`src/rtl/egbw_pkg.sv`:
```
`timescale 1ns / 1ps

package egbw_pkg;

  // Request codes.
  localparam logic [1:0] OP_FIXED = 2'd0;
  localparam logic [1:0] OP_UE    = 2'd1;
  localparam logic [1:0] OP_SE    = 2'd2;
  localparam logic [1:0] OP_ALIGN = 2'd3;

  // Error codes.
  localparam logic [1:0] ERR_NONE    = 2'd0;
  localparam logic [1:0] ERR_UE_ONES = 2'd1;
  localparam logic [1:0] ERR_SE_MIN  = 2'd2;

  localparam logic [31:0] UE_ALL_ONES = 32'hFFFF_FFFF;
  localparam logic [31:0] SE_MIN      = 32'h8000_0000;
  localparam logic [6:0]  FIELD_MAX   = 7'd64;
  localparam logic [6:0]  BYTE_BITS   = 7'd8;
  localparam int          ACC_W       = 72;

  typedef struct packed {
    logic [1:0]  operation;
    logic [63:0] value;
    logic [6:0]  bit_count;
  } req_t;

  typedef struct packed {
    logic [7:0] out_byte;
    logic       byte_valid;
    logic [6:0] code_length;
    logic [1:0] error;
    logic       last;
  } rsp_t;

  // Classified request: the code is left aligned, n_bits of it are valid.
  typedef struct packed {
    logic        align;
    logic [63:0] code;
    logic [6:0]  n_bits;
    logic [6:0]  code_length;
    logic [1:0]  error;
  } code_t;

endpackage

```
`src/rtl/egbw_front.sv`:
```
`timescale 1ns / 1ps

module egbw_front (
  input  logic           clk,
  input  logic           rst,
  input  logic           req_valid,
  output logic           req_stall,
  input  egbw_pkg::req_t req_word,
  output logic           push,
  input  logic           full,
  output egbw_pkg::code_t wdata
);

  logic        s1_valid;
  logic [1:0]  s1_op;
  logic [63:0] s1_word;
  logic [6:0]  s1_n;
  logic [1:0]  s1_err;

  logic [63:0] s1_word_next;
  logic [6:0]  s1_n_next;
  logic [1:0]  s1_err_next;
  logic [31:0] v32;
  logic [31:0] se_mapped;

  logic [31:0] ue_x;
  logic [4:0]  ue_msb;
  logic [5:0]  ue_shift;
  logic [63:0] ue_code;
  logic [6:0]  ue_n;

  assign req_stall = s1_valid && full;
  assign push      = s1_valid && !full;

  // First stage: map se onto ue, detect the error values and zero fixed widths over FIELD_MAX.
  always_comb begin
    v32 = req_word.value[31:0];
    if (v32[31] || (v32 == 32'd0)) begin
      se_mapped = (32'd0 - v32) << 1;
    end else begin
      se_mapped = (v32 << 1) - 32'd1;
    end
    s1_word_next = 64'd0;
    s1_n_next    = 7'd0;
    s1_err_next  = egbw_pkg::ERR_NONE;
    case (req_word.operation)
      egbw_pkg::OP_FIXED: begin
        s1_word_next = req_word.value;
        if (req_word.bit_count <= egbw_pkg::FIELD_MAX) begin
          s1_n_next = req_word.bit_count;
        end
      end
      egbw_pkg::OP_UE: begin
        s1_word_next = {32'd0, v32};
        if (v32 == egbw_pkg::UE_ALL_ONES) begin
          s1_err_next = egbw_pkg::ERR_UE_ONES;
        end
      end
      egbw_pkg::OP_SE: begin
        s1_word_next = {32'd0, se_mapped};
        if (v32 == egbw_pkg::SE_MIN) begin
          s1_err_next = egbw_pkg::ERR_SE_MIN;
        end
      end
      default: begin
        s1_word_next = 64'd0;
      end
    endcase
  end

  always_ff @(posedge clk) begin
    if (rst) begin
      s1_valid <= 1'b0;
    end else if (!req_stall) begin
      s1_valid <= req_valid;
    end
  end

  always_ff @(posedge clk) begin
    if (!req_stall) begin
      s1_op   <= req_word.operation;
      s1_word <= s1_word_next;
      s1_n    <= s1_n_next;
      s1_err  <= s1_err_next;
    end
  end

  // Second stage: build the Exp-Golomb code, left align every code and flag align requests.
  always_comb begin
    ue_x   = s1_word[31:0] + 32'd1;
    ue_msb = 5'd0;
    for (int i = 0; i < 32; i++) begin
      if (ue_x[i]) begin
        ue_msb = 5'(i);
      end
    end
    ue_shift = 6'd63 - {ue_msb, 1'b0};
    ue_code  = {32'd0, ue_x} << ue_shift;
    ue_n     = {1'b0, ue_msb, 1'b0} + 7'd1;

    wdata.align       = 1'b0;
    wdata.code        = 64'd0;
    wdata.n_bits      = 7'd0;
    wdata.code_length = 7'd0;
    wdata.error       = s1_err;
    case (s1_op)
      egbw_pkg::OP_FIXED: begin
        wdata.code        = s1_word << (egbw_pkg::FIELD_MAX - s1_n);
        wdata.n_bits      = s1_n;
        wdata.code_length = s1_n;
      end
      egbw_pkg::OP_UE, egbw_pkg::OP_SE: begin
        if (s1_err == egbw_pkg::ERR_NONE) begin
          wdata.code        = ue_code;
          wdata.n_bits      = ue_n;
          wdata.code_length = ue_n;
        end
      end
      default: begin
        wdata.align = 1'b1;
      end
    endcase
  end

endmodule

```
`src/rtl/egbw_queue.sv`:
```
`timescale 1ns / 1ps

module egbw_queue #(
  parameter int DEPTH = 2
) (
  input  logic            clk,
  input  logic            rst,
  input  logic            push,
  input  egbw_pkg::code_t wdata,
  output logic            full,
  input  logic            pop,
  output logic            empty,
  output egbw_pkg::code_t rdata
);

  localparam int AW = (DEPTH > 1) ? $clog2(DEPTH) : 1;
  localparam int CW = $clog2(DEPTH + 1);

  egbw_pkg::code_t entries [DEPTH];
  logic [AW-1:0]   head;
  logic [AW-1:0]   tail;
  logic [CW-1:0]   count;

  assign full  = (count == CW'(DEPTH));
  assign empty = (count == '0);
  assign rdata = entries[head];

  always_ff @(posedge clk) begin
    if (rst) begin
      head  <= '0;
      tail  <= '0;
      count <= '0;
    end else begin
      if (push) begin
        tail <= (tail == AW'(DEPTH - 1)) ? '0 : tail + 1'b1;
      end
      if (pop) begin
        head <= (head == AW'(DEPTH - 1)) ? '0 : head + 1'b1;
      end
      if (push && !pop) begin
        count <= count + 1'b1;
      end else if (pop && !push) begin
        count <= count - 1'b1;
      end
    end
  end

  always_ff @(posedge clk) begin
    if (push) begin
      entries[tail] <= wdata;
    end
  end

endmodule

```
`src/rtl/egbw_back.sv`:
```
`timescale 1ns / 1ps

module egbw_back (
  input  logic            clk,
  input  logic            rst,
  input  logic            empty,
  input  egbw_pkg::code_t rdata,
  output logic            pop,
  output logic            rsp_valid,
  input  logic            rsp_stall,
  output egbw_pkg::rsp_t  rsp_word
);

  localparam int AW = egbw_pkg::ACC_W;

  // Pending bits of the unfinished byte are kept left aligned.
  logic [6:0]    pl;
  logic [2:0]    pc;
  logic          active;
  logic [AW-1:0] cur_acc;
  logic [6:0]    cur_rem;
  logic [6:0]    cur_len;
  logic [1:0]    cur_err;

  logic [6:0]    load_n;
  logic [AW-1:0] load_acc;
  logic [6:0]    load_rem;
  logic [AW-1:0] src_acc;
  logic [6:0]    src_rem;
  logic [6:0]    src_len;
  logic [1:0]    src_err;
  logic [6:0]    rem_after;
  logic          out_free;
  logic          take;
  logic          has_byte;
  logic          final_byte;
  egbw_pkg::rsp_t rsp_next;

  always_comb begin
    if (rdata.align) begin
      load_n = (pc == 3'd0) ? 7'd0 : egbw_pkg::BYTE_BITS - {4'd0, pc};
    end else begin
      load_n = rdata.n_bits;
    end
    load_acc = {pl, 65'd0} | ({rdata.code, 8'd0} >> pc);
    load_rem = {4'd0, pc} + load_n;

    src_acc = active ? cur_acc : load_acc;
    src_rem = active ? cur_rem : load_rem;
    src_len = active ? cur_len : rdata.code_length;
    src_err = active ? cur_err : rdata.error;

    out_free   = !rsp_valid || !rsp_stall;
    take       = out_free && (active || !empty);
    pop        = out_free && !active && !empty;
    has_byte   = (src_rem >= egbw_pkg::BYTE_BITS);
    final_byte = (src_rem < (egbw_pkg::BYTE_BITS << 1));
    rem_after  = src_rem - egbw_pkg::BYTE_BITS;

    rsp_next.out_byte    = has_byte ? src_acc[AW-1 -: 8] : 8'd0;
    rsp_next.byte_valid  = has_byte;
    rsp_next.last        = !has_byte || final_byte;
    rsp_next.code_length = rsp_next.last ? src_len : 7'd0;
    rsp_next.error       = rsp_next.last ? src_err : egbw_pkg::ERR_NONE;
  end

  always_ff @(posedge clk) begin
    if (rst) begin
      rsp_valid <= 1'b0;
      active    <= 1'b0;
      pl        <= 7'd0;
      pc        <= 3'd0;
    end else if (out_free) begin
      rsp_valid <= take;
      if (take) begin
        if (!has_byte) begin
          // Nothing completes a byte: the bits all stay pending.
          active <= 1'b0;
          pl     <= src_acc[AW-1 -: 7];
          pc     <= src_rem[2:0];
        end else if (final_byte) begin
          active <= 1'b0;
          pl     <= src_acc[AW-9 -: 7];
          pc     <= rem_after[2:0];
        end else begin
          active <= 1'b1;
        end
      end
    end
  end

  always_ff @(posedge clk) begin
    if (take) begin
      rsp_word <= rsp_next;
      cur_acc  <= src_acc << 8;
      cur_rem  <= rem_after;
      cur_len  <= src_len;
      cur_err  <= src_err;
    end
  end

`ifndef SYNTHESIS
  a_active_has_byte: assert property (@(posedge clk) disable iff (rst)
    active |-> (cur_rem >= egbw_pkg::BYTE_BITS))
    else $error("busy request has less than a byte left");

  a_partial_aligned: assert property (@(posedge clk) disable iff (rst)
    (pl << pc) == 7'd0)
    else $error("pending bits are not left aligned");

  a_empty_word_last: assert property (@(posedge clk) disable iff (rst)
    (rsp_valid && !rsp_word.byte_valid) |-> rsp_word.last)
    else $error("word without a byte is not the last of its request");

  a_meta_on_last: assert property (@(posedge clk) disable iff (rst)
    (rsp_valid && !rsp_word.last) |->
      (rsp_word.code_length == 7'd0 && rsp_word.error == egbw_pkg::ERR_NONE))
    else $error("length or error on a word that is not the last");
`endif

endmodule

```
`src/rtl/exp_golomb_bit_writer_top.sv`:
```
`timescale 1ns / 1ps

// The first word of a request passes the front stage register, the queue and the output register.
// Throughput: one word per cycle while words are queued and rsp_stall is low; a request yields
// one to eight words, set by the byte serializer in the back end.
// Reset clears the pending partial byte, the queue and all valid flags.

module exp_golomb_bit_writer_top #(
  parameter int QUEUE_DEPTH = 2
) (
  input  logic           clk,
  input  logic           rst,
  input  logic           req_valid,
  output logic           req_stall,
  input  egbw_pkg::req_t req_word,
  output logic           rsp_valid,
  input  logic           rsp_stall,
  output egbw_pkg::rsp_t rsp_word
);

  logic            q_push;
  logic            q_full;
  logic            q_pop;
  logic            q_empty;
  egbw_pkg::code_t q_wdata;
  egbw_pkg::code_t q_rdata;

  egbw_front u_front (
    .clk       (clk),
    .rst       (rst),
    .req_valid (req_valid),
    .req_stall (req_stall),
    .req_word  (req_word),
    .push      (q_push),
    .full      (q_full),
    .wdata     (q_wdata)
  );

  egbw_queue #(
    .DEPTH (QUEUE_DEPTH)
  ) u_queue (
    .clk   (clk),
    .rst   (rst),
    .push  (q_push),
    .wdata (q_wdata),
    .full  (q_full),
    .pop   (q_pop),
    .empty (q_empty),
    .rdata (q_rdata)
  );

  egbw_back u_back (
    .clk       (clk),
    .rst       (rst),
    .empty     (q_empty),
    .rdata     (q_rdata),
    .pop       (q_pop),
    .rsp_valid (rsp_valid),
    .rsp_stall (rsp_stall),
    .rsp_word  (rsp_word)
  );

endmodule

```
`config.mk`:
```
export PLATFORM = sky130hd
export DESIGN_NAME = exp_golomb_bit_writer_top
export DESIGN_NICKNAME = d
export VERILOG_FILES = /design/src/rtl/egbw_pkg.sv /design/src/rtl/egbw_front.sv /design/src/rtl/egbw_queue.sv /design/src/rtl/egbw_back.sv /design/src/rtl/exp_golomb_bit_writer_top.sv
export SDC_FILE = /design/constraint.sdc
export NUM_CORES = 1
export LEC_CHECK = 0
export CORE_AREA = 2 2 364 186
export DETAILED_ROUTE_END_ITERATION = 10
export DIE_AREA = 0 0 366 188
export DONT_BUFFER_PORTS = 1
export SYNTH_ARGS = -nofsm -noshare
export SYNTH_HDL_FRONTEND = slang
export SYNTH_HIERARCHICAL = 1
export SYNTH_SLANG_ARGS = --single-unit
```
`constraint.sdc`:
```
create_clock -name clk -period 12.2 [get_ports clk]
set_input_delay 0 -clock clk [delete_from_list [all_inputs] [get_ports clk]]
set_output_delay 0 -clock clk [all_outputs]
set_load 0.01 [all_outputs]
```
==> summary.md <==
| Metric | Value |
|---|---|
| Reg2reg start | u_front/s1_word[0] |
| Area of the multi-input gates | roughly 0.014 sq mm |
| Startpoint Class | flip-flop |
| Yosys reg bits | around 350 |
| Clock buffer depth | 3 |
| Syn Nets | between 2,000 and 3,000 |
| Worst-Skew Late Latency | approximately 600 ps |
| Fin Setup TNS | 0 ps |
| Period utilisation layout | between 50% and 60% |
| Tmin final | about 6800 ps |
| Post-Syn Area | 0.0259 sq mm |
| Asr flop ratio synth | 0% |
| Power Density | around 220 mW/mm^2 |
| Hold Path Class | input port to flip-flop |
| Yosys top cell by area | edfxtp_1 |
| Relative max-transition margin | -9.98% |
| Reg clk slew, reported paths | around 70 ps |
| Pre-antenna DRT Iters | 6 |
| Nets | 2,606 |
| Share of layout cells above drive strength 1 | between 10% and 20% |
| Postcts setup bufs | 0 |
| Finished Cell Area | 0.0288 sq mm |
| Max Slew Vio Count | 3 |
| Synth area leaders | edfxtp_1 39%, mux4_2 8.2%, mux2i_1 5.6%, mux2_2 5.3%, nand2_1 4.2% |
| Max FO, Critical Path | 17 |
| Die area | approximately 0.069 sq mm |
| Final wirelength | about 100,000 um |
| Syn. warnings | 6 |
| Placer Congestion | 1.04 |
| PnR Total Power | between 6000 and 7000 uW |
| Synth unique cells | slightly above 100 |
| Largest family of logic cells by synthesized area | multiplexers |
| Initial antenna violation count | 5 |
| RSZ-0062 raised after global routing | false |
| CP delay by family, top | compound AO/OA/AOI/OAI gates |
| Seq/Total Area, Yosys | between 40% and 50% |
| Sequential Area | 0.0104 sq mm |
| Avg Synthesized Cell Area | roughly 10 sq um |
| Fin util | around 44% |
| # IOs | 98 |
| Post-synth top area share | 38.8% |
| Post-DP HPWL | around 77,000 um |
| Post-route DRC violation count | 0 |
| Critical-path cell list | ha_1 > nand2_1 > or4_1 > nor2_2 > xnor2_1 > a21boi_0 > o311ai_2 > buf_4 > a211o_4 > a21oi_4 > mux2i_1 > mux2i_2 > o311ai_1 > a211o_1 |
| Final hold viol count | 0 |
| Simple-Gate Fraction of Synth Area | ~16% |
| Routed WL per cell | 29.0 um |
| Die Y | about 190 um |
| Grt total ovfl | 0 |
| Vias | ~22,000 |
| Hold WS | roughly 31 ps |
| Synth Area in Adders | less than 1% |
| CP Class | flip-flop to flip-flop |
| Outcome | finished with violations |
| Clock Skew | a little under 50 ps |
| WP buf/inv | 1 |
| GRT Overall Usage | around 28% |
| WP data required | ~12,000 ps |
| Largest net degree at the start of global routing | between 80 and 90 |
| CP Capture Type | flip-flop |
| Root buf cell | clkbuf_16 |
| Worst Hold End | u_front/s1_word[20] |
| Compound-gate portion of the synthesized area | around 15% |
| Most common cell after layout, fill and taps aside | edfxtp_1 |
| Vias in the first global route | ~20,000 |
| Die width | ~370 um |
| Area grow syn2layout | 10.8% |
| Min-delay src | req_word[25] |
| Max Clock Freq | roughly 150 MHz |
| Maxcap violations | 1 |
| Post-DRT Antenna Nets | 0 |
| Row Count | 67 |
| Min-Delay Path Depth | 5 |
| CTS sink cnt | 353 |
| Failing checks | capacitance limit, slew limit |
| Worst vdd rail ir drop | roughly 140 uV |
| Synth Area in XOR/XNOR | ~3.8% |
| DP Area | ~0.027 sq mm |
| Initial Util | between 30% and 40% |
| Post-synthesis mux area share | 19.4% |
| Reg2Reg Depth | 14 |
| Quantity of I/O buffers inserted on ports | 0 |
| Worst slew pin tran | 1630 ps |
| Worst r2r dst | u_queue/entries[0][57] |
| Htree depth | 2 |
| Slowest stage delay, CP | ~840 ps |
| Post-synth EDFFs | roughly 340 |
| R2r setup slk | between 5000 and 6000 ps |
| DR iter-0 viols | ~3,800 |
| Main flop type after synthesis | edfxtp_1 |
| Mapped Cells | ~2,500 |
| Leak pwr | slightly above 0.01 uW |
| Total CTS buffers | 36 |
| Fillcell total | between 6,000 and 7,000 |
| CTS tree | done |
| Vias per inst | about 6.4 |
| Slowest CP cell | mux2i_2 |
| Final setup viols | 0 |
| CP Data Arrival Time | 7100 ps |
| Core Area | 0.0659 sq mm |
| Most frequent cells in the layout | 335 x edfxtp_1, 286 x nand2_1, 217 x nor2_1 |
| First-pass GRT wire length | ~140,000 um |
-- cell families after synthesis --
kind of cell    count (synthesis)
mux                           364
flops                         353
buf+inv                       252
fa+ha+maj                      18
compound gates                568
xor+xnor                      113
simple gates                  867
-- cell usage after synthesis, types with 21 or more instances --
| cell | instances |
|---|---|
| edfxtp_1 | 335 |
| nand2_1 | 287 |
| nor3_1 | 45 |
| inv_1 | 33 |
| a211oi_1 | 36 |
| a21oi_1 | 90 |
| mux2_2 | 121 |
| nor2_1 | 218 |
| mux2i_1 | 144 |
| a22oi_1 | 64 |
| and2_1 | 56 |
| buf_1 | 27 |
| mux4_2 | 94 |
| or3_1 | 23 |
| clkbuf_1 | 113 |
| xnor2_1 | 76 |
| buf_2 | 46 |
| a31oi_1 | 24 |
| xor2_1 | 37 |
| nor2b_1 | 24 |
| nand3_1 | 84 |
| o211ai_1 | 21 |
| o21ai_0 | 144 |
-- registers in the layout, indices dropped and copies added (netlist names), 3 cells and up, named ones only --
| register | cells |
|---|---|
| u_front/s1_word | 64 |
| u_back/cur_rem | 7 |
| u_back/pl | 7 |
| u_back/cur_len | 7 |
| u_front/s1_n | 7 |
| u_back/rsp_word | 19 |
| u_queue/entries | 162 |
| u_back/pc | 3 |
| u_back/cur_acc | 63 |
-- power breakdown --
part	switching [uW]	total, uW	internal, uW
registers	222	2040	1820
clock network	531	1130	601
logic	2100	3180	1080
-- through the flow --
step,std cells,worst slack [ps]
final,3437,5370
after CTS,3435,5700
after global routing,3435,5260
after global placement,3270,5730
after floorplan,2535,5190
after detailed placement,3270,5780
-- how the worst max path moves through the flow --
| stage | from | endpoint | depth (start not counted) |
|---|---|---|---|
| 3_5_place_dp | u_front/s1_word[0] | u_queue/entries[0][57] | 14 |
| 5_1_grt | u_front/s1_word[0] | u_queue/entries[0][57] | 14 |
| 3_3_place_gp | u_front/s1_word[0] | u_queue/entries[0][57] | 14 |
| 2_1_floorplan | u_back/rsp_valid | u_back/pl[1] | 6 |
| 4_1_cts | u_front/s1_word[0] | u_queue/entries[0][57] | 14 |
| 6_report | u_front/s1_word[0] | u_queue/entries[0][57] | 14 |
-- routing by layer --
metal | routed length [um] | up-vias | global-route usage (%)
met1 | 49800 | 11047 | 48.0
met5 | 0 | - | 1.51
met3 | 15900 | 62 | 12.9
met4 | 714 | 0 | 2.79
li1 | - | 9583 | -
met2 | 33500 | 1395 | 31.4
-- worst reg2reg max path, cell delays in order, from the launching register on --
cell and delay [ps]:
edfxtp_1 610, ha_1 630, nand2_1 170, or4_1 750, nor2_2 170, xnor2_1 410, a21boi_0 310, o311ai_2 140
buf_4 230, a211o_4 420, a21oi_4 730, mux2i_1 280, mux2i_2 840, o311ai_1 320, a211o_1 480
-- area by class of cell --
class	instances	share of cell area, %
tap	897	3.90
inverter	34	0.444
multi-input combinational	1930	50.3
sequential	353	36.3
antenna	2	0.0174
clock buffer	38	3.16
timing repair buffer	156	4.94
clock inverter	27	0.966
-- repair_timing --
item | in CTS | in global routing
resized for setup | 0 | 0
endpoints found under the hold margin | 121 | 0
hold buffers | 100 | 0
endpoints found under the setup margin | 0 | 0
Power figures use the tool's default switching activity.
